File: config.mk
export PLATFORM = sky130hd
export DESIGN_NAME = fill_drain_valve_sequencer_core
export DESIGN_NICKNAME = d
export VERILOG_FILES = /design/src/rtl/fdvs_pkg.sv /design/src/rtl/fdvs_step.sv /design/src/rtl/fill_drain_valve_sequencer_core.sv
export SDC_FILE = /design/constraint.sdc
export NUM_CORES = 1
export LEC_CHECK = 0
export CAP_MARGIN = 20
export CORE_MARGIN = 2
export CORE_UTILIZATION = 70
export DETAILED_ROUTE_END_ITERATION = 16
export DONT_BUFFER_PORTS = 1
export HOLD_SLACK_MARGIN = 0.15
export PLACE_DENSITY = 0.86
export SLEW_MARGIN = 20
export SYNTH_ARGS = -nofsm -noshare
export SYNTH_HDL_FRONTEND = slang
export SYNTH_HIERARCHICAL = 1
export SYNTH_SLANG_ARGS = --single-unit
File: constraint.sdc
create_clock -name i_clk -period 10.2 [get_ports i_clk]
set_input_delay 2.04 -clock i_clk [delete_from_list [all_inputs] [get_ports i_clk]]
set_output_delay 2.04 -clock i_clk [all_outputs]
set_load 0.005 [all_outputs]
File: src/rtl/fdvs_pkg.sv
// Shared types and constants for the fill/drain valve sequencer.
// Used by fdvs_step and fill_drain_valve_sequencer_core; no dependencies.
package fdvs_pkg;

    // Configuration port
    localparam int CFG_W     = 16;
    localparam int CFG_IDX_W = 3;

    localparam logic [CFG_IDX_W-1:0] CFG_ZERO_LEVEL    = 3'd0;
    localparam logic [CFG_IDX_W-1:0] CFG_INLET_TIMEOUT = 3'd1;
    localparam logic [CFG_IDX_W-1:0] CFG_DRAIN_SWITCH  = 3'd2;
    localparam logic [CFG_IDX_W-1:0] CFG_CIRC_SWITCH   = 3'd3;
    localparam logic [CFG_IDX_W-1:0] CFG_DRAIN_DELAY   = 3'd4;

    localparam logic [CFG_W-1:0] RST_ZERO_LEVEL    = 16'd50;
    localparam logic [CFG_W-1:0] RST_INLET_TIMEOUT = 16'd300;
    localparam logic [CFG_W-1:0] RST_DRAIN_SWITCH  = 16'd5;
    localparam logic [CFG_W-1:0] RST_CIRC_SWITCH   = 16'd5;
    localparam logic [CFG_W-1:0] RST_DRAIN_DELAY   = 16'd10;

    // Request kinds
    localparam logic [1:0] REQ_FILL       = 2'd0;
    localparam logic [1:0] REQ_DRAIN      = 2'd1;
    localparam logic [1:0] REQ_STOP_FILL  = 2'd2;
    localparam logic [1:0] REQ_STOP_DRAIN = 2'd3;

    // Result status
    localparam logic [1:0] STAT_BUSY  = 2'd0;
    localparam logic [1:0] STAT_DONE  = 2'd1;
    localparam logic [1:0] STAT_FAULT = 2'd2;

    // Activity
    localparam logic [1:0] ACTV_IDLE  = 2'd0;
    localparam logic [1:0] ACTV_FILL  = 2'd1;
    localparam logic [1:0] ACTV_DRAIN = 2'd2;

    // Fill sequence steps
    localparam logic [2:0] FILL_CHECK = 3'd0;
    localparam logic [2:0] FILL_START = 3'd1;
    localparam logic [2:0] FILL_RUN   = 3'd2;
    localparam logic [2:0] FILL_FAULT = 3'd3;
    localparam logic [2:0] FILL_DONE  = 3'd4;

    // Drain sequence steps
    localparam logic [3:0] DR_SET_VALVE  = 4'd0;
    localparam logic [3:0] DR_VALVE_WAIT = 4'd1;
    localparam logic [3:0] DR_CIRC_OPEN  = 4'd2;
    localparam logic [3:0] DR_CIRC_WAIT  = 4'd3;
    localparam logic [3:0] DR_PUMP_ON    = 4'd4;
    localparam logic [3:0] DR_LEVEL_WAIT = 4'd5;
    localparam logic [3:0] DR_DELAY_WAIT = 4'd6;
    localparam logic [3:0] DR_STOP       = 4'd7;
    localparam logic [3:0] DR_CLOSE_WAIT = 4'd8;
    localparam logic [3:0] DR_DONE       = 4'd9;

    localparam logic [2:0] FINISH_READINGS = 3'd5;
    localparam logic [7:0] STALL_WINDOW    = 8'd150;
    localparam int         MIN_RISE        = 1;

    // Result item layout
    localparam int OUT_W      = 9;
    localparam int OUT_DATA_W = 16;

    typedef struct packed {
        logic [CFG_W-1:0] empty_offset;
        logic [CFG_W-1:0] inlet_timeout;
        logic [CFG_W-1:0] drain_switch;
        logic [CFG_W-1:0] circ_switch;
        logic [CFG_W-1:0] drain_delay;
    } t_cfg;

    typedef struct packed {
        logic [2:0] fill_step;
        logic [3:0] drain_step;
        logic [1:0] activity;
        logic       fault;
        logic [7:0] stall_count;
        logic [2:0] above_count;
        logic       inlet;
        logic       extract;
        logic       circ_valve;
        logic       pump;
    } t_ctrl;

endpackage

File: src/rtl/fdvs_step.sv
// Next-state logic for one request of the fill/drain valve sequencer.
// Purely combinational; depends on fdvs_pkg.
module fdvs_step import fdvs_pkg::*; #(
    parameter int TIME_BITS  = 32,
    parameter int LEVEL_BITS = 16
) (
    input  t_ctrl                 i_ctrl,
    input  t_cfg                  i_cfg,
    input  logic [TIME_BITS-1:0]  i_fill_start,
    input  logic [TIME_BITS-1:0]  i_drain_mark,
    input  logic [TIME_BITS-1:0]  i_delay_mark,
    input  logic [LEVEL_BITS-1:0] i_last_level,
    input  logic [1:0]            i_req_type,
    input  logic [LEVEL_BITS-1:0] i_target_volume,
    input  logic [LEVEL_BITS-1:0] i_level,
    input  logic [TIME_BITS-1:0]  i_now_seconds,
    input  logic                  i_drain_to_extract,
    output t_ctrl                 o_ctrl,
    output logic [TIME_BITS-1:0]  o_fill_start,
    output logic [TIME_BITS-1:0]  o_drain_mark,
    output logic [TIME_BITS-1:0]  o_delay_mark,
    output logic [LEVEL_BITS-1:0] o_last_level,
    output logic [1:0]            o_status
);

    logic [CFG_W:0]          fill_mark;
    logic                    below_mark;
    logic                    above_mark;
    logic [TIME_BITS-1:0]    fill_elapsed;
    logic [TIME_BITS-1:0]    drain_elapsed;
    logic [TIME_BITS-1:0]    delay_elapsed;
    logic signed [LEVEL_BITS:0] rise;
    logic [2:0]              above_inc;
    logic [7:0]              stall_inc;

    always_comb begin
        fill_mark     = {1'b0, i_cfg.empty_offset} + (CFG_W+1)'(i_target_volume);
        below_mark    = (CFG_W+1)'(i_level) < fill_mark;
        above_mark    = (CFG_W+1)'(i_level) > fill_mark;
        fill_elapsed  = i_now_seconds - i_fill_start;
        drain_elapsed = i_now_seconds - i_drain_mark;
        delay_elapsed = i_now_seconds - i_delay_mark;
        rise          = $signed({1'b0, i_level}) - $signed({1'b0, i_last_level});
        above_inc     = i_ctrl.above_count + 3'd1;
        stall_inc     = i_ctrl.stall_count + 8'd1;
    end

    always_comb begin
        o_ctrl       = i_ctrl;
        o_fill_start = i_fill_start;
        o_drain_mark = i_drain_mark;
        o_delay_mark = i_delay_mark;
        o_last_level = i_last_level;
        o_status     = STAT_BUSY;

        case (i_req_type)
            REQ_FILL: begin
                case (i_ctrl.fill_step)
                    FILL_CHECK: begin
                        o_ctrl.fill_step = below_mark ? FILL_START : FILL_DONE;
                    end
                    FILL_START: begin
                        o_ctrl.stall_count = '0;
                        o_ctrl.above_count = '0;
                        o_ctrl.activity    = ACTV_FILL;
                        o_ctrl.fill_step   = FILL_RUN;
                        o_ctrl.inlet       = 1'b1;
                        o_fill_start       = i_now_seconds;
                        o_last_level       = i_level;
                    end
                    FILL_RUN: begin
                        if (above_mark) begin
                            o_ctrl.above_count = above_inc;
                            if (above_inc > FINISH_READINGS) begin
                                o_ctrl.inlet     = 1'b0;
                                o_ctrl.fill_step = FILL_DONE;
                            end
                        end else begin
                            o_ctrl.above_count = '0;
                            o_ctrl.stall_count = stall_inc;
                            // Stall window closed: check that the level rose
                            if (stall_inc > STALL_WINDOW) begin
                                o_ctrl.stall_count = '0;
                                if (rise < $signed((LEVEL_BITS+1)'(MIN_RISE))) begin
                                    o_ctrl.fault     = 1'b1;
                                    o_ctrl.fill_step = FILL_FAULT;
                                    o_ctrl.inlet     = 1'b0;
                                end
                                o_last_level = i_level;
                            end
                            if (fill_elapsed > TIME_BITS'(i_cfg.inlet_timeout)) begin
                                o_ctrl.fault     = 1'b1;
                                o_ctrl.fill_step = FILL_FAULT;
                                o_ctrl.inlet     = 1'b0;
                            end
                        end
                    end
                    FILL_FAULT: begin
                        o_ctrl.inlet     = 1'b0;
                        o_ctrl.activity  = ACTV_IDLE;
                        o_ctrl.fill_step = FILL_CHECK;
                        o_status         = STAT_FAULT;
                    end
                    FILL_DONE: begin
                        o_ctrl.fill_step = FILL_CHECK;
                        o_status         = STAT_DONE;
                    end
                    default: begin
                        o_status = STAT_BUSY;
                    end
                endcase
            end
            REQ_DRAIN: begin
                case (i_ctrl.drain_step)
                    DR_SET_VALVE: begin
                        o_ctrl.activity   = ACTV_DRAIN;
                        o_ctrl.extract    = i_drain_to_extract;
                        o_drain_mark      = i_now_seconds;
                        o_ctrl.drain_step = DR_VALVE_WAIT;
                    end
                    DR_VALVE_WAIT: begin
                        if (drain_elapsed > TIME_BITS'(i_cfg.drain_switch)) begin
                            o_ctrl.drain_step = DR_CIRC_OPEN;
                        end
                    end
                    DR_CIRC_OPEN: begin
                        o_ctrl.circ_valve = 1'b1;
                        o_drain_mark      = i_now_seconds;
                        o_ctrl.drain_step = DR_CIRC_WAIT;
                    end
                    DR_CIRC_WAIT: begin
                        if (drain_elapsed > TIME_BITS'(i_cfg.circ_switch)) begin
                            o_ctrl.drain_step = DR_PUMP_ON;
                        end
                    end
                    DR_PUMP_ON: begin
                        o_ctrl.pump       = 1'b1;
                        o_ctrl.drain_step = DR_LEVEL_WAIT;
                    end
                    DR_LEVEL_WAIT: begin
                        if (CFG_W'(i_level) < i_cfg.empty_offset) begin
                            o_delay_mark      = i_now_seconds;
                            o_ctrl.drain_step = DR_DELAY_WAIT;
                        end
                    end
                    DR_DELAY_WAIT: begin
                        if (delay_elapsed > TIME_BITS'(i_cfg.drain_delay)) begin
                            o_ctrl.drain_step = DR_STOP;
                        end
                    end
                    DR_STOP: begin
                        o_ctrl.pump       = 1'b0;
                        o_ctrl.circ_valve = 1'b0;
                        o_drain_mark      = i_now_seconds;
                        o_ctrl.drain_step = DR_CLOSE_WAIT;
                    end
                    DR_CLOSE_WAIT: begin
                        if (drain_elapsed > TIME_BITS'(i_cfg.circ_switch)) begin
                            o_ctrl.drain_step = DR_DONE;
                        end
                    end
                    DR_DONE: begin
                        o_ctrl.extract    = 1'b0;
                        o_ctrl.drain_step = DR_SET_VALVE;
                        o_ctrl.activity   = ACTV_IDLE;
                        o_status          = STAT_DONE;
                    end
                    default: begin
                        o_status = STAT_BUSY;
                    end
                endcase
            end
            REQ_STOP_FILL: begin
                o_ctrl.inlet     = 1'b0;
                o_ctrl.activity  = ACTV_IDLE;
                o_ctrl.fill_step = FILL_CHECK;
            end
            REQ_STOP_DRAIN: begin
                o_ctrl.extract    = 1'b0;
                o_ctrl.pump       = 1'b0;
                o_ctrl.circ_valve = 1'b0;
                o_ctrl.activity   = ACTV_IDLE;
                o_ctrl.drain_step = DR_SET_VALVE;
            end
            default: begin
                o_status = STAT_BUSY;
            end
        endcase
    end

endmodule

File: src/rtl/fill_drain_valve_sequencer_core.sv
// Top level of the fill/drain valve sequencer: stream ports, configuration
// registers, sequence state and the result register. Depends on fdvs_pkg, fdvs_step.
//
// One request item in, one result item out. Each accepted item is worked
// combinationally: the step logic reads the sequence state and the item, the state
// registers and the result register load at the same edge, and the result is
// offered on the master side in the cycle after acceptance. The block takes one
// item per cycle; the only thing that holds it back is the single result
// register, so the slave side is ready whenever that register is empty or is
// being emptied in the same cycle. Configuration writes land at the edge where
// the write enable is high and are meant to happen only while the block is idle.
module fill_drain_valve_sequencer_core import fdvs_pkg::*; #(
    parameter int TIME_BITS  = 32,
    parameter int LEVEL_BITS = 16
) (
    input  logic                  i_clk,
    input  logic                  i_rst_n,
    // Configuration write port
    input  logic                  i_cfg_wr_en,
    input  logic [CFG_IDX_W-1:0]  i_cfg_index,
    input  logic [CFG_W-1:0]      i_cfg_wdata,
    // Request items
    input  logic                  i_s_tvalid,
    output logic                  o_s_tready,
    // tdata from bit 0: target_volume, level, now_seconds, drain_to_extract, zero fill
    input  logic [((2*LEVEL_BITS+TIME_BITS+1+7)/8)*8-1:0] i_s_tdata,
    // tuser: req_type
    input  logic [1:0]            i_s_tuser,
    // Result items
    output logic                  o_m_tvalid,
    input  logic                  i_m_tready,
    // tdata from bit 0: status, inlet_valve_open, drain_valve_extract,
    // circ_valve_open, circ_pump_on, activity, fault_latched, zero fill
    output logic [OUT_DATA_W-1:0] o_m_tdata
);

    localparam int TGT_LSB = 0;
    localparam int LVL_LSB = LEVEL_BITS;
    localparam int NOW_LSB = 2 * LEVEL_BITS;
    localparam int EXT_BIT = 2 * LEVEL_BITS + TIME_BITS;

    // Configuration and sequence state
    t_cfg                  r_cfg;
    t_ctrl                 r_ctrl;
    t_ctrl                 n_ctrl;
    logic [TIME_BITS-1:0]  r_fill_start;
    logic [TIME_BITS-1:0]  n_fill_start;
    logic [TIME_BITS-1:0]  r_drain_mark;
    logic [TIME_BITS-1:0]  n_drain_mark;
    logic [TIME_BITS-1:0]  r_delay_mark;
    logic [TIME_BITS-1:0]  n_delay_mark;
    logic [LEVEL_BITS-1:0] r_last_level;
    logic [LEVEL_BITS-1:0] n_last_level;

    // Result register
    logic                  r_out_valid;
    logic [OUT_DATA_W-1:0] r_out_data;
    logic [OUT_DATA_W-1:0] n_out_data;
    logic [1:0]            n_status;

    logic                  in_accept;

    // Ready while the result register is free or draining this cycle
    assign o_s_tready = !r_out_valid || i_m_tready;
    assign in_accept  = i_s_tvalid && o_s_tready;
    assign o_m_tvalid = r_out_valid;
    assign o_m_tdata  = r_out_data;

    fdvs_step #(
        .TIME_BITS  (TIME_BITS),
        .LEVEL_BITS (LEVEL_BITS)
    ) u_step (
        .i_ctrl             (r_ctrl),
        .i_cfg              (r_cfg),
        .i_fill_start       (r_fill_start),
        .i_drain_mark       (r_drain_mark),
        .i_delay_mark       (r_delay_mark),
        .i_last_level       (r_last_level),
        .i_req_type         (i_s_tuser),
        .i_target_volume    (i_s_tdata[TGT_LSB +: LEVEL_BITS]),
        .i_level            (i_s_tdata[LVL_LSB +: LEVEL_BITS]),
        .i_now_seconds      (i_s_tdata[NOW_LSB +: TIME_BITS]),
        .i_drain_to_extract (i_s_tdata[EXT_BIT]),
        .o_ctrl             (n_ctrl),
        .o_fill_start       (n_fill_start),
        .o_drain_mark       (n_drain_mark),
        .o_delay_mark       (n_delay_mark),
        .o_last_level       (n_last_level),
        .o_status           (n_status)
    );

    // Pack the result item from the updated state
    always_comb begin
        n_out_data = {
            (OUT_DATA_W-OUT_W)'(0),
            n_ctrl.fault,
            n_ctrl.activity,
            n_ctrl.pump,
            n_ctrl.circ_valve,
            n_ctrl.extract,
            n_ctrl.inlet,
            n_status
        };
    end

    // Configuration registers
    always_ff @(posedge i_clk) begin
        if (!i_rst_n) begin
            r_cfg.empty_offset  <= RST_ZERO_LEVEL;
            r_cfg.inlet_timeout <= RST_INLET_TIMEOUT;
            r_cfg.drain_switch  <= RST_DRAIN_SWITCH;
            r_cfg.circ_switch   <= RST_CIRC_SWITCH;
            r_cfg.drain_delay   <= RST_DRAIN_DELAY;
        end else if (i_cfg_wr_en) begin
            case (i_cfg_index)
                CFG_ZERO_LEVEL:    r_cfg.empty_offset  <= i_cfg_wdata;
                CFG_INLET_TIMEOUT: r_cfg.inlet_timeout <= i_cfg_wdata;
                CFG_DRAIN_SWITCH:  r_cfg.drain_switch  <= i_cfg_wdata;
                CFG_CIRC_SWITCH:   r_cfg.circ_switch   <= i_cfg_wdata;
                CFG_DRAIN_DELAY:   r_cfg.drain_delay   <= i_cfg_wdata;
                default: begin
                    // drop writes to unmapped indexes
                end
            endcase
        end
    end

    // Sequence control state and result valid
    always_ff @(posedge i_clk) begin
        if (!i_rst_n) begin
            r_ctrl      <= '0;
            r_out_valid <= 1'b0;
        end else begin
            if (in_accept) begin
                r_ctrl <= n_ctrl;
            end
            if (in_accept) begin
                r_out_valid <= 1'b1;
            end else if (i_m_tready) begin
                r_out_valid <= 1'b0;
            end
        end
    end

    // Time marks, last level and result payload: always written before use
    always_ff @(posedge i_clk) begin
        if (in_accept) begin
            r_fill_start <= n_fill_start;
            r_drain_mark <= n_drain_mark;
            r_delay_mark <= n_delay_mark;
            r_last_level <= n_last_level;
            r_out_data   <= n_out_data;
        end
    end

`ifndef SYNTHESIS
    // The fault flag never clears once set
    a_fault_sticky: assert property (@(posedge i_clk) disable iff (!i_rst_n)
        r_ctrl.fault |=> r_ctrl.fault)
        else $error("fault flag cleared");

    // The inlet is open exactly while the fill sequence is running
    a_inlet_run: assert property (@(posedge i_clk) disable iff (!i_rst_n)
        r_ctrl.inlet == (r_ctrl.fill_step == FILL_RUN))
        else $error("inlet valve out of step with fill sequence");

    // The pump only runs with the circulation valve open
    a_pump_circ: assert property (@(posedge i_clk) disable iff (!i_rst_n)
        r_ctrl.pump |-> r_ctrl.circ_valve)
        else $error("pump on with circulation valve closed");

    // Every accepted item shows a result on the next cycle
    a_accept_result: assert property (@(posedge i_clk) disable iff (!i_rst_n)
        in_accept |=> r_out_valid)
        else $error("accepted item produced no result");

    // A fault result always carries the latched fault flag
    a_fault_out: assert property (@(posedge i_clk) disable iff (!i_rst_n)
        (r_out_valid && (r_out_data[1:0] == STAT_FAULT)) |-> r_out_data[OUT_W-1])
        else $error("fault status without fault flag");
`endif

endmodule

After elaboration in Yosys (flattened, before gate mapping)
Index checks and enable logic that the tools add are counted.

Bits in registers: 227. Bits of input ports: 98.

Add/subtract/negate cells: 7. Order comparisons: 10. Equality and inequality tests: 32. Mux-type cells: 44. Reductions and logical operators: 27.

Operator list (count): 32-bit by 16-bit greater-than comparator with 1-bit output (4); 32-bit subtractor (3); 4-bit one-hot mux with 10 select lines (1); 16-bit 2-to-1 mux (2); 16-bit one-hot mux with 2 select lines (1); 4-bit 2-to-1 mux (6); 11-bit one-hot mux with 2 select lines (1); 3-bit 2-to-1 mux (6); 9-bit 2-to-1 mux (2); 16-bit by 16-bit adder with 17-bit output (1); 16-bit by 17-bit greater-than comparator with 1-bit output (1); 16-bit by 17-bit less-than comparator with 1-bit output (1); 17-bit by 2-bit less-than comparator with 1-bit output, second input constant (1); 16-bit by 16-bit subtractor with 17-bit output (1); 4-bit by 3-bit equality test with 1-bit output, second input constant (4); 16-bit less-than comparator (1); 2-bit one-hot mux with 2 select lines (4); 3-bit by 2-bit inequality test with 1-bit output, second input constant (5); 3-bit by 2-bit equality test with 1-bit output, second input constant (4); 12-bit 2-to-1 mux (1); 3-bit one-hot mux with 2 select lines (2); 3-bit one-hot mux with 4 select lines (1); 11-bit inequality test, second input constant (1); 1-bit 2-to-1 mux (10); other kinds (35) (56).

Longest topological paths before layout
Gate-level depths: netlist of the first run.

Depth in word-level cells: 8. Mapped depth: 25. Mapped depth without buffers: 25.

Modules after synthesis
Netlist of the first run, hierarchy kept.

By module, submodules not included: fdvs_step (instances 1, cells an instance 1792, area each 11917.7 µm², sequential area each 0.0 µm²); fill_drain_valve_sequencer_core (instances 1, cells an instance 529, area each 7379.6 µm², sequential area each 5755.5 µm²).

Least setup slack after synthesis of the first run
OpenSTA, ideal clock, no wires.

Path kind: input -> register. Start: input port i_s_tdata[32]. End: register r_ctrl[22] (netlist name). Data arrival time: 6.043 ns. Data required time: 9.998 ns. Slack: 3.956 ns. Stages on the path: 23. Path buffers: 0. Cells stage by stage: inv_1 ha_1 inv_1 fa_1 a21o_1 a21o_1 a21oi_1 o21bai_1 a21o_1 a21o_1 a31oi_1 xnor2_1 ha_1 nand4_1 or3_1 o22a_1 nor4_2 nor4b_2 nand3_1 nor4_2 o21ai_1 nand2_1 mux2i_1.

RTL lines: from (decl) (RTL line fill_drain_valve_sequencer_core.sv:26) `input logic [((2*LEVEL_BITS+TIME_BITS+1+7)/8)*8-1:0] i_s_tdata,`; to (signal assigned) (RTL line fill_drain_valve_sequencer_core.sv:135) `r_ctrl <= n_ctrl;`; to (decl) (RTL line fill_drain_valve_sequencer_core.sv:44) `t_ctrl r_ctrl;`.

==> results of run 1 <==
-- per-layer routing --
metal / global-route usage [%] / part of all wire (%) / up-vias
met2: 57.9 / 47 / 700
met5: 0 / 0.026 / -
met1: 45.1 / 43 / 8145
met3: 4.79 / 6.9 / 112
met4: 11.6 / 3.4 / 2
li1: - / - / 8269
-- through the flow --
step,utilization [%],worst slack [ps],std cells,hold slack (ps),instance area (um^2)
floorplan,-,3960,2327,431,19300
global placement,71.8,2720,2578,441,19400
detailed placement,71.8,2550,2578,452,19400
CTS,75.3,3120,2628,460,20400
global route,75.4,2540,2629,493,20400
finish,75.4,2940,2629,459,20400
-- cells in the mapped netlist (9+ instances only) --
library cell and count:
and3_1 11, nor4_1 14, ha_1 224, nor2_1 96, o211ai_1 10, mux2_2 51, o21bai_1 18, o31ai_1 13
a21o_1 85, a21oi_1 156, nand2b_1 24, o21ai_0 200, o21a_1 29, nor3b_1 10, edfxtp_1 121, a22oi_1 9
o21ai_1 21, xor2_1 34, clkbuf_1 74, a211oi_1 10, nand4_1 37, nand3_1 115, inv_1 234, a2111oi_0 11
nand2_1 256, a31oi_1 19, dfxtp_1 106, nor3_1 27, buf_2 12, o2111ai_1 9, xnor2_1 57, nor2b_1 31
mux2i_1 46, or3_1 9
-- logic make-up after synthesis --
family | count (synthesis) | synth area share (%)
simple gates | 676 | 17.1
compound gates | 667 | 21.8
buf+inv | 333 | 6.79
fa+ha+maj | 229 | 15.0
flops | 227 | 29.8
mux | 97 | 5.36
xor+xnor | 91 | 4.13
other cells | 1 | 0.0194
-- registers in the layout (all words and copies together), names as in the netlist --
| register | cells |
|---|---|
| r_last_level | 16 |
| r_delay_mark | 32 |
| r_fill_start | 32 |
| r_drain_mark | 32 |
| o_m_tdata | 9 |
| r_ctrl | 25 |
| r_cfg | 80 |
| o_m_tvalid | 1 |
-- where the power goes --
group          total [mW]  switching, mW  internal [mW]
logic               0.866          0.512          0.353
registers            1.04         0.0215           1.01
clock network        1.02          0.408          0.613
-- final cells by class --
cell class | count | area (um^2)
clock buffers | 39 | 856
clock inverters | 11 | 108
inverters | 234 | 878
flip-flops and latches | 227 | 5760
well taps | 341 | 427
repair buffers | 10 | 82.6
fillers | 1993 | 6650
multi-input cells | 1767 | 12300
-- worst reg2reg max path, delay by kind of cell (launching register included) --
family / cells / cell delay (ps)
xor+xnor: 1 / 90
simple gates: 4 / 1570
compound gates: 11 / 2700
fa+ha+maj: 2 / 570
flops: 1 / 440
buf+inv: 1 / 180
mux: 1 / 430
-- worst paths after layout --
kind                                               from                        end  depth (start not counted)
worst min-delay path            r_ctrl[15]$_SDFFE_PN0P_    r_ctrl[15]$_SDFFE_PN0P_                          2
worst max-delay path                       i_s_tdata[1]  r_last_level[4]$_DFFE_PP_                         20
worst min register to register  r_ctrl[15]$_SDFFE_PN0P_    r_ctrl[15]$_SDFFE_PN0P_                          2
worst max register to register   r_cfg[65]$_SDFFE_PN1P_  r_last_level[4]$_DFFE_PP_                         20
==> metrics.yaml, run 1 <==
clock_network:
  hold_buffers: 0
  clk_pin_slew_ps: 60
  post_cts_buffers: 0
  cts-root-buf: "clkbuf_16"
  cts_resized: 0
  cts_tree: "built"
  htree_levels: 1
  clockBufferDepth: 3
  clk_latency_ps: 570
  numCtsBuffers: 27
  cts.sinks: 227
final_layout:
  diodes: 0
  drive_gt1_share_pct: 6.08
  layout.cells.most_common: "nand2_1"
  mostFrequentLayoutCells: "nand2_1 (256), inv_1 (234), ha_1 (224)"
  nets: 2594
  area_growth_pct: 5.60
flow_run:
  drv_cap: 0
yosys:
  synth_edf_count: 121
  yosysWarnings: 6
  async_flop_share_pct: 0
  ys.flop_type: "edfxtp_1"
  netlist_instances: 2321
  synth_top_area_cell: "edfxtp_1"
  syn-cell-area_um2: 19300
  synth_top_cell_area_share_pct: 18.8
  avgSynthCellArea_um2: 8.31
  seq_area_frac_synth_pct: 29.8
  ys_seq_elements: 227
  ys_types: 87
  yosys-top-cells-area: "edfxtp_1 (19%), ha_1 (15%), dfxtp_1 (11%), o21ai_0 (5.2%), nand2_1 (5.0%)"
route:
  drt-initial-drc-count: 1872
  ant_nets: 0
  dr.pass1.iters: 9
  routed_wirelength_mm: 50.2
  wire_per_inst_um: 19.1
  drc_errors: 0
  vias: 17200
  vias_per_cell: 6.55
placement:
  gp_congestion: 0.955
  dpl.hpwl_mm: 37.5
  port_buffers: 0
global_routing:
  grt_max_degree: 148
  grt_pass1_vias: 16100
  antenna_found_initial: 1
  grt_pass1_wl_mm: 80.2
  grt_util_all_layers_pct: 34.2
  overflow: 0
worst_setup_path:
  critical_path.top_delay_family: "compound AO/OA/AOI/OAI gates"
  critPathMaxStageDelay_ps: 870
  critical_path_arrival_ps: 7550
  start_kind: "primary input"
  crit_fanout: 16
  cp_num_buf_inv: 1
  crit_type: "primary input to flop"
  end_kind: "flop"
  cp_cell_sequence: "ha_1, a21o_1, a21oi_1, o21bai_1, a21oi_1, o21bai_1, a21oi_1, o21bai_1, a41oi_1, o31ai_1, a21oi_1, xor2_1, ha_1, nand3_1, nor4_1, inv_1, nand3_1, nand2_1, o21bai_2, mux2_2"
  cp_slowest_cell: "nor4_1"
  crit_top_cell: "a21oi_1"
  r2r_slack_ps: 3980
  required_ps: 10490
timing:
  fmax_ghz: 0.138
  period_minus_slack_ps: 7260
  finalSetupTns_ps: 0
  skew_ps: 35.7
  fin_crit_sh_pct: 71.2
  tightest_slew_ps: 957
  slew_headroom_pct: 35.6
  setup-violations-final: 0
  finalMaxSlewViolations: 0
  hold_viol_final: 0
  grt_setup_unrepaired: "no"
run_status:
  outcome: "finished, final reports clean"
power_and_ir_drop:
  total_power_mw: 2.92
  peakVddDrop_mv: 0.165
  leakagePower_nw: 8.55
  power_density_nw_per_um2: 143
die:
  core_region_area_um2: 27000
  initial_utilization_pct: 71.4
  die_area_um2: 28900
  die_y_um: 170
  fp-row-count: 60
  io_pins: 116
  die_x_um: 170
hold_path:
  hold_class: "flop to flop"
(Power assumes the default switching activity.)
==> inputs of run 2 (changes only) <==
Settings changed: CORE_UTILIZATION 70 to 66, PLACE_DENSITY 0.86 to 0.82.
Clock period 10.2 ns to 7.05 ns, I/O delays scaled along.
==> run 2 against run 1 <==
  * Die area grew 5.9%
  * Critical path depth increased by 2
  * Worst setup slack worse by 1700 ps
  * Via count decreased by 1.7%
  * Power is 38% higher
  * Global-route usage shrank 2.7 points
  * Flip-flop and latch count is the same
  * Final area decreased by 0.38%
  * Combinational power is 44% higher
  * Core utilization fell by 4.9 points
==> metrics.yaml, run 2 (synthesis gave the netlist of run 1 again) <==
final_layout:
  diodes: 0  # unchanged
  fin_area_um2: 20300  # -0.38%
  top_register: "r_cfg"
  layout.cells.most_common: "nand2_1"
  mostFrequentLayoutCells: "nand2_1 (256), inv_1 (234), ha_1 (224)"
  area_growth_pct: 5.20
  n_fill_cell: 2236  # +12%
  nets: 2596  # +0.077%
  fin_util_pct: 70.5  # -4.9 points
  drive_gt1_share_pct: 5.81  # -0.26 points
  largest_reg_flops: 80  # unchanged
  layout.cells.non_filler: 2673  # +1.7%
global_routing:
  grt_util_all_layers_pct: 31.5  # -2.7 points
  antenna_found_initial: 0  # -1
  grt_max_degree: 148  # unchanged
  overflow: 0  # unchanged
  grt_pass1_wl_mm: 79.3  # -1.2%
  grt_pass1_vias: 16100  # -0.30%
timing:
  grt_setup_unrepaired: "no"
  finalSetupTns_ps: 0  # unchanged
  finalMaxSlewViolations: 0  # unchanged
  period_minus_slack_ps: 5770
  fin_ws_ps: 1280  # -1660 ps
  setup-violations-final: 0  # unchanged
  slew_headroom_pct: 36.9  # +1.3 points
  skew_ps: 30.6  # -5.11 ps
  fin_crit_sh_pct: 81.8
  tightest_slew_ps: 946  # -11.0 ps
  hold_viol_final: 0  # unchanged
  hold_slack_ps: 475  # +15.6 ps
  fmax_ghz: 0.173
worst_setup_path:
  ff2ff_path_depth: 22  # +10%
  crit_fanout: 16  # unchanged
  critical_path.top_delay_family: "compound AO/OA/AOI/OAI gates"
  critical_path_arrival_ps: 6040  # -1510 ps
  worstSetupEndpoint: "r_last_level[5]$_DFFE_PP_"
  critPathMaxStageDelay_ps: 370  # -500 ps
  cp_cell_sequence: "ha_1, a21o_1, a21oi_1, o21bai_1, a21oi_1, o21bai_1, a21oi_1, o21bai_1, a41oi_1, o31ai_1, a21oi_1, xor2_1, ha_1, nand3_1, nor4_1, buf_4, inv_1, nand3_1, nand2_1, o21bai_2, buf_4, mux2_2"
  reg2reg_to: "r_last_level[5]$_DFFE_PP_"
  cp_slowest_cell: "mux2_2"
  cp_num_cells: 22  # +10%
  required_ps: 7320  # -3170 ps
  crit_top_cell: "a21oi_1"
  start_kind: "primary input"
  startpoint: "i_s_tdata[1]"
  crit_type: "primary input to flop"
  cp_num_buf_inv: 3  # +2
  r2r_start: "r_cfg[65]$_SDFFE_PN1P_"
  end_kind: "flop"
  r2r_slack_ps: 1710  # -2270 ps
power_and_ir_drop:
  total_power_mw: 4.03  # +38%
  power_density_nw_per_um2: 198  # +38%
  leakagePower_nw: 8.48  # -0.88%
  peakVddDrop_mv: 0.175  # +5.8%
route:
  routed_wirelength_mm: 49.4  # -1.6%
  drc_errors: 0  # unchanged
  drt-initial-drc-count: 1600  # -15%
  vias_per_cell: 6.34  # -3.3%
  dr.pass1.iters: 5  # -4
  wire_per_inst_um: 18.5  # -3.2%
  ant_nets: 0  # unchanged
  vias: 16900  # -1.7%
clock_network:
  hold_buffers: 0  # unchanged
  cts_resized: 0  # unchanged
  numCtsBuffers: 26  # -3.7%
  cts-root-buf: "clkbuf_16"
  htree_levels: 1  # unchanged
  clk_pin_slew_ps: 60  # about the same
  clk_latency_ps: 550  # -20 ps
  clockBufferDepth: 3  # unchanged
  post_cts_buffers: 0  # unchanged
  cts_tree: "built"
  cts.sinks: 227  # unchanged
die:
  die_area_um2: 30600  # +5.9%
  initial_utilization_pct: 67.1  # -4.4 points
  io_pins: 116  # unchanged
  die_x_um: 175  # +2.9%
  fp-row-count: 62  # +3.3%
  die_y_um: 175  # +2.9%
  core_region_area_um2: 28800  # +6.5%
placement:
  post_dp_cell_area_um2: 19500  # +0.41%
  dpl.cell_count: 2624  # +1.8%
  port_buffers: 0  # unchanged
  dp_slack_ps: 808  # -1740 ps
  dpl.hpwl_mm: 38.0  # +1.3%
  gp_congestion: 0.954  # -0.14%
run_status:
  outcome: "finished, final reports clean"
flow_run:
  drv_cap: 0  # unchanged
hold_path:
  hold_class: "flop to flop"
-- run 2: changes by cell type in the layout (fill, tap and decap cells not counted), moves of 2 or more --
cell,change
clkbuf_1,+7
clkbuf_16,-5
clkbuf_8,-3
buf_4,+2
buf_6,+2
clkinv_4,-2
clkinvlp_4,+2
inv_4,-2
-- run 2: final cells by class --
type | count | area (um^2) | share of cell area (%)
repair buffers | 13 | 105 | 0.518
clock buffers | 38 | 716 | 3.53
clock inverters | 10 | 93.8 | 0.462
inverters | 234 | 878 | 4.33
flip-flops and latches | 227 | 5760 | 28.4
well taps | 384 | 480 | 2.37
multi-input cells | 1767 | 12300 | 60.5
-- run 2: routing by layer --
layer	global-route usage [%]	vias to the layer above	wire, um
met4	9.93	0	1720
li1	-	8266	-
met5	0	-	0
met1	41.6	7972	21900
met3	3.18	124	2640
met2	54.6	579	23200
-- run 2: worst min-delay path, cell delays in order, from the launching register on --
cell     delay [ps]
dfxtp_1         320
nand3_1          60
o21ai_0          60
-- run 2: where the power goes --
group | internal [mW] | switching, mW | total (mW)
sequential | 1.47 | 0.0305 | 1.50
combinational | 0.513 | 0.737 | 1.25
clock | 0.742 | 0.538 | 1.28
-- run 2: how the worst min path moves through the flow --
stage                            startpoint                       to  depth (start not counted)
floorplan           r_ctrl[15]$_SDFFE_PN0P_  r_ctrl[15]$_SDFFE_PN0P_                          2
global placement    r_ctrl[15]$_SDFFE_PN0P_  r_ctrl[15]$_SDFFE_PN0P_                          2
detailed placement   r_cfg[31]$_SDFFE_PN0P_   r_cfg[31]$_SDFFE_PN0P_                          2
CTS                  r_cfg[31]$_SDFFE_PN0P_   r_cfg[31]$_SDFFE_PN0P_                          2
global route         r_cfg[27]$_SDFFE_PN0P_   r_cfg[27]$_SDFFE_PN0P_                          2
finish               r_cfg[47]$_SDFFE_PN0P_   r_cfg[47]$_SDFFE_PN0P_                          2
